--- config.mk ---
export PLATFORM = sky130hd
export DESIGN_NAME = cfs_ctrl
export DESIGN_NICKNAME = d
export VERILOG_FILES = /design/src/sv/cfs_pkg.sv /design/src/sv/cfs_ctrl.sv
export SDC_FILE = /design/constraint.sdc
export NUM_CORES = 1
export LEC_CHECK = 0
export ABC_AREA = 1
export BUFFER_PORTS_ARGS = -buffer_cell sky130_fd_sc_hd__buf_2
export CAP_MARGIN = 25
export CORE_MARGIN = 4
export CORE_UTILIZATION = 45
export DETAILED_ROUTE_END_ITERATION = 10
export GPL_ROUTABILITY_DRIVEN = 0
export HOLD_SLACK_MARGIN = 0.15
export MAX_ROUTING_LAYER = met4
export PLACE_DENSITY = 0.73
export SETUP_SLACK_MARGIN = 0.05
export SLEW_MARGIN = 20
export SYNTH_ARGS = -nofsm -noshare
export SYNTH_HDL_FRONTEND = slang
export SYNTH_SLANG_ARGS = --single-unit
--- constraint.sdc ---
create_clock -name clk -period 2.05 [get_ports clk]
set_clock_uncertainty 0.1 [all_clocks]
set_input_delay 0 -clock clk [delete_from_list [all_inputs] [get_ports clk]]
set_output_delay 0 -clock clk [all_outputs]
set_load 0.1 [all_outputs]
--- src/sv/cfs_pkg.sv ---
package cfs_pkg;

	localparam int LIT_W           = 11;
	localparam int LIT_SPACE       = 2048;
	localparam int CFG_W           = 5;
	localparam int CNT_W           = 16;
	localparam int DEF_MAX_LITS    = 16;
	localparam int DEF_MAX_CLAUSES = 1024;
	localparam logic [CFG_W-1:0] CFG_RESET = 5'd16;

	typedef enum logic [1:0] {
		OUT_NONE       = 2'd0,
		OUT_SUBSUMED   = 2'd1,
		OUT_STRENGTHEN = 2'd2,
		OUT_TOO_LARGE  = 2'd3
	} outcome_t;

	// controller to datapath
	typedef struct packed {
		logic push;        // take a literal into the current clause
		logic clr_init;    // start a clear sweep, empty the store
		logic clr_step;    // zero one watch count
		logic res_clear;   // result fields to none
		logic too_large;   // result to too large
		logic scan_init;   // first watch literal, first stored clause
		logic adv_watch;   // next watch literal
		logic d_inc;       // next stored clause
		logic tc_init;     // start testing a stored clause
		logic tc_step;     // accept one literal of the stored clause
		logic match;       // record the deciding clause
		logic set_full;    // store has no room
		logic best_init;   // start the watch selection
		logic best_step;   // compare one watch count
		logic wr_step;     // write one literal into the store
		logic strobe;      // present the result
	} cmd_t;

	// datapath to controller
	typedef struct packed {
		logic clr_done;
		logic too_large;
		logic gt2;
		logic full;
		logic d_end;
		logic watch_last;
		logic watch_hit;
		logic k_end;
		logic tc_fail;
		logic best_done;
		logic wr_done;
	} sts_t;

	function automatic logic [LIT_W-1:0] neg_lit(input logic [LIT_W-1:0] x);
		return LIT_W'(0) - x;
	endfunction

endpackage

--- src/sv/cfs_ctrl.sv ---
module cfs_ctrl import cfs_pkg::*; (
	input  logic clk,
	input  logic arst_n,
	input  logic start,
	input  logic op,
	input  logic last,
	input  sts_t sts,
	output cmd_t cmd,
	output logic busy
);

	typedef enum logic [11:0] {
		S_CLR      = 12'b0000_0000_0001,
		S_IDLE     = 12'b0000_0000_0010,
		S_DECIDE   = 12'b0000_0000_0100,
		S_STORE    = 12'b0000_0000_1000,
		S_SW_ADDR  = 12'b0000_0001_0000,
		S_SW_CHK   = 12'b0000_0010_0000,
		S_TC_ADDR  = 12'b0000_0100_0000,
		S_TC_CHK   = 12'b0000_1000_0000,
		S_BST_ADDR = 12'b0001_0000_0000,
		S_BST_CHK  = 12'b0010_0000_0000,
		S_WR       = 12'b0100_0000_0000,
		S_RESULT   = 12'b1000_0000_0000
	} state_t;

	state_t state_q, state_d;

	assign busy = (state_q != S_IDLE);

	always_comb begin
		state_d = state_q;
		cmd     = '0;
		case (state_q)
			S_CLR: begin
				cmd.clr_step = 1'b1;
				if (sts.clr_done) state_d = S_IDLE;
			end
			S_IDLE: begin
				if (start) begin
					if (op) begin
						cmd.clr_init = 1'b1;
						state_d      = S_CLR;
					end else begin
						cmd.push = 1'b1;
						if (last) state_d = S_DECIDE;
					end
				end
			end
			S_DECIDE: begin
				if (sts.too_large) begin
					cmd.too_large = 1'b1;
					state_d       = S_RESULT;
				end else if (sts.gt2) begin
					cmd.scan_init = 1'b1;
					state_d       = S_SW_ADDR;
				end else begin
					cmd.res_clear = 1'b1;
					state_d       = S_STORE;
				end
			end
			S_STORE: begin
				if (sts.full) begin
					cmd.set_full = 1'b1;
					state_d      = S_RESULT;
				end else begin
					cmd.best_init = 1'b1;
					state_d       = S_BST_ADDR;
				end
			end
			S_SW_ADDR: begin
				if (sts.d_end) begin
					if (sts.watch_last) state_d = S_STORE;
					else cmd.adv_watch = 1'b1;
				end else begin
					state_d = S_SW_CHK;
				end
			end
			S_SW_CHK: begin
				if (sts.watch_hit) begin
					cmd.tc_init = 1'b1;
					state_d     = S_TC_ADDR;
				end else begin
					cmd.d_inc = 1'b1;
					state_d   = S_SW_ADDR;
				end
			end
			S_TC_ADDR: begin
				if (sts.k_end) begin
					cmd.match = 1'b1;
					state_d   = S_STORE;
				end else begin
					state_d = S_TC_CHK;
				end
			end
			S_TC_CHK: begin
				if (sts.tc_fail) begin
					cmd.d_inc = 1'b1;
					state_d   = S_SW_ADDR;
				end else begin
					cmd.tc_step = 1'b1;
					state_d     = S_TC_ADDR;
				end
			end
			S_BST_ADDR: state_d = S_BST_CHK;
			S_BST_CHK: begin
				cmd.best_step = 1'b1;
				state_d       = sts.best_done ? S_WR : S_BST_ADDR;
			end
			S_WR: begin
				cmd.wr_step = 1'b1;
				if (sts.wr_done) state_d = S_RESULT;
			end
			S_RESULT: begin
				cmd.strobe = 1'b1;
				state_d    = S_IDLE;
			end
			default: state_d = S_IDLE;
		endcase
	end

	always_ff @(posedge clk or negedge arst_n) begin
		if (!arst_n) state_q <= S_CLR;
		else state_q <= state_d;
	end

endmodule

==> results.md <==
- Die W: 53.3 um
- Initial antenna violation count: 0
- Post-synth cell types: 23
- Leak Pwr: 0.000809 uW
- GRT overflow: 0
- P per Cell Area: 978 nW/um^2
- Port bufs: 32
- Adder-Cell Fraction of Synth Area: 0%
- Clock-pin transition on the worst setup and hold timing paths: 0.08 ns
- Worst Max-Slew Pin Slew: 0.563 ns
- Clock root cell: clkbuf_4
- Multiplexer area fraction after synthesis: 0%
- CP Max Fanout: 7
- Starting density of the core: 47.1%
- Vias per cell: 4.81
- Max-slew violations: 0
- Fin cells: 220
- # fillers: 172
- CP Launch Type: flip-flop
- VDD IR max: 0.00102 V
- Clock Sink Count: 12
- Full die area: 2840 um^2
- Main combinational cell family by area after synthesis: simple AND/OR/NAND/NOR gates
- Area growth syn-to-layout: 53.7%
- Fraction of layout cells with a size suffix above 1: 36.8%
- Drt first pass iters: 4
- Hold Crit Depth: 7
- Total setup violations reported at the end of the flow: 0
- # rows: 16
- Min-delay worst type: input pin to flip-flop
- Yosys warning count: 0
- Core area: 1960 um^2
- WS Path Type: flip-flop to flip-flop
- Compound-Gate Fraction of Synth Area: 3.38%
- Syn avg cell area: 6.65 um^2
- Die Y: 53.3 um
- Worst rel slew slack: 62.3%
- Most frequent cells in the layout: 27 x inv_1, 27 x nand2_1, 21 x nor2_1
- Worst reg2reg path depth: 6
- Final hold violations: 0
- Total Power: 1390 uW
- Wire per inst: 12.3 um
- Required @ worst endpoint: 2.17 ns
- Largest net degree at the start of global routing: 12
- ANT cells: 0
- Post-Syn Instances: 139
- Simple-gate share of the synthesized area: 51.4%
- Number of H-tree levels: 1
- TritonCTS buffer count: 3
- Total routed wirelength: 2.70 mm
- CTS tree: yes
- Gr usage total: 22.5%
- Final nets: 210
- Period utilization: 93.2%
- Xor and xnor fraction of the mapped netlist area: 0%
- Dpl hpwl: 1.98 mm
- RSZ-0062 raised after global routing: true
- Clock latency at the later pin of the worst-skew pair: 0.28 ns
- Flops & latches, synth: 12
- Max Clk Rate: 524 MHz
- Worst setup EP type: flip-flop
- DRC viols: 0
- Detailed-route via count: 1,059
- Post-layout min period: 1.91 ns
- Largest regs: state_q: 12 flops
- Status: completed
- Sequential element share of the synthesized area: 32.6%
- Num ports: 33
- Placed cell count: 198
- Vias in the first global route: 1,054
- Worst slack, placed: 0.332 ns
- Antenna-violating nets left: 0
- Clock Tree Buf Depth: 2
- Max-cap violations: 0
- Setup WS post-layout: 0.140 ns
- Setup TNS: 0 ns
- Mapped cell area: 925 um^2
- Synth Net Count: 155
- Worst Path Arrival: 2.03 ns
- First-pass GRT wire length: 4.46 mm
- DRT iter0 DRCs: 22
- Biggest register: state_q
- Max FFs per register: 12
## worst paths after layout
path / from / end / slack, ns
max in group asynchronous: arst_n / state_q[6] / 0.20
hold / removal: start / state_q[2] / 0.22
setup / recovery: state_q[9] / state_q[6] / 0.14
setup reg to reg: state_q[9] / state_q[6] / 0.14
min in group asynchronous: arst_n / state_q[0] / 0.67
hold reg to reg: state_q[7] / state_q[7] / 0.51
## logic make-up after synthesis
logic type	after synthesis
AO/OA/AOI/OAI	5
flip-flops	12
buffers and inverters	31
AND/OR/NAND/NOR	91
## synthesized netlist by cell type
cell type / instances / area share (%)
clkinv_1: 1 / 0.41
dfrtp_1: 11 / 30
dfstp_2: 1 / 2.8
inv_1: 27 / 11
inv_2: 3 / 1.2
nand2_1: 28 / 11
nand2_2: 8 / 5.4
nand2_4: 1 / 1.2
nand3_1: 5 / 2.7
nand3_2: 2 / 2.2
nand3b_1: 1 / 0.81
nand4_1: 1 / 0.68
nand4_4: 1 / 2.3
nor2_1: 28 / 11
nor2_2: 5 / 3.4
nor2_4: 1 / 1.2
nor2_8: 2 / 4.3
nor3_1: 7 / 3.8
nor4_1: 1 / 0.68
o21ai_0: 1 / 0.54
o21ai_1: 1 / 0.54
o21ai_2: 1 / 0.95
o22ai_1: 2 / 1.4
## per-layer routing
| layer | track usage, % | part of all wire, % | wire length, um | vias to the layer above |
|---|---|---|---|---|
| li1 | - | - | - | 529 |
| met1 | 22.7 | 38 | 1040 | 485 |
| met2 | 43.1 | 55 | 1480 | 38 |
| met3 | 1.97 | 4.4 | 119 | 7 |
| met4 | 9.79 | 2.3 | 61 | 0 |
| met5 | - | 0 | 0 | - |
## area by class of cell
| type | count | area, um^2 | share of cell area [%] |
|---|---|---|---|
| Tap cell | 27 | 33.8 | 2.38 |
| Inverter | 31 | 116 | 8.19 |
| Sequential cell | 12 | 302 | 21.2 |
| Clock buffer | 4 | 36.3 | 2.55 |
| Multi-Input combinational cell | 96 | 563 | 39.6 |
| Timing Repair Buffer | 50 | 370 | 26.1 |
## worst max-delay path, cell delays in order (launching register included)
cell and delay (ns):
dfrtp_1 0.43, nor2_4 0.16, nand2_4 0.11, nor2_8 0.19, nand2_1 0.12, o22ai_1 0.17
dlygate4sd3_1 0.56
## power by group
part / internal (uW) / total, uW / switching, uW
Sequential: 277 / 308 / 30.8
Clock: 108 / 195 / 86.7
Combinational: 230 / 888 / 658
Total: 615 / 1390 / 775
## what timing repair did
item,in CTS,in global routing
setup buffers,0,0
setup endpoints to repair,3,15
resized for setup,3,11
hold buffers,18,0
hold endpoints to repair,22,0
## metrics by stage
| step | area (um^2) | util, % | hold slack [ns] |
|---|---|---|---|
| 2_1_floorplan | 973 | - | -0.396 |
| 3_3_place_gp | 1170 | 59.5 | -0.203 |
| 3_5_place_dp | 1170 | 59.5 | -0.199 |
| 4_1_cts | 1390 | 70.9 | 0.229 |
| 5_1_grt | 1420 | 72.4 | 0.309 |
| 6_report | 1420 | 72.4 | 0.219 |
Power figures use the tool's default switching activity.
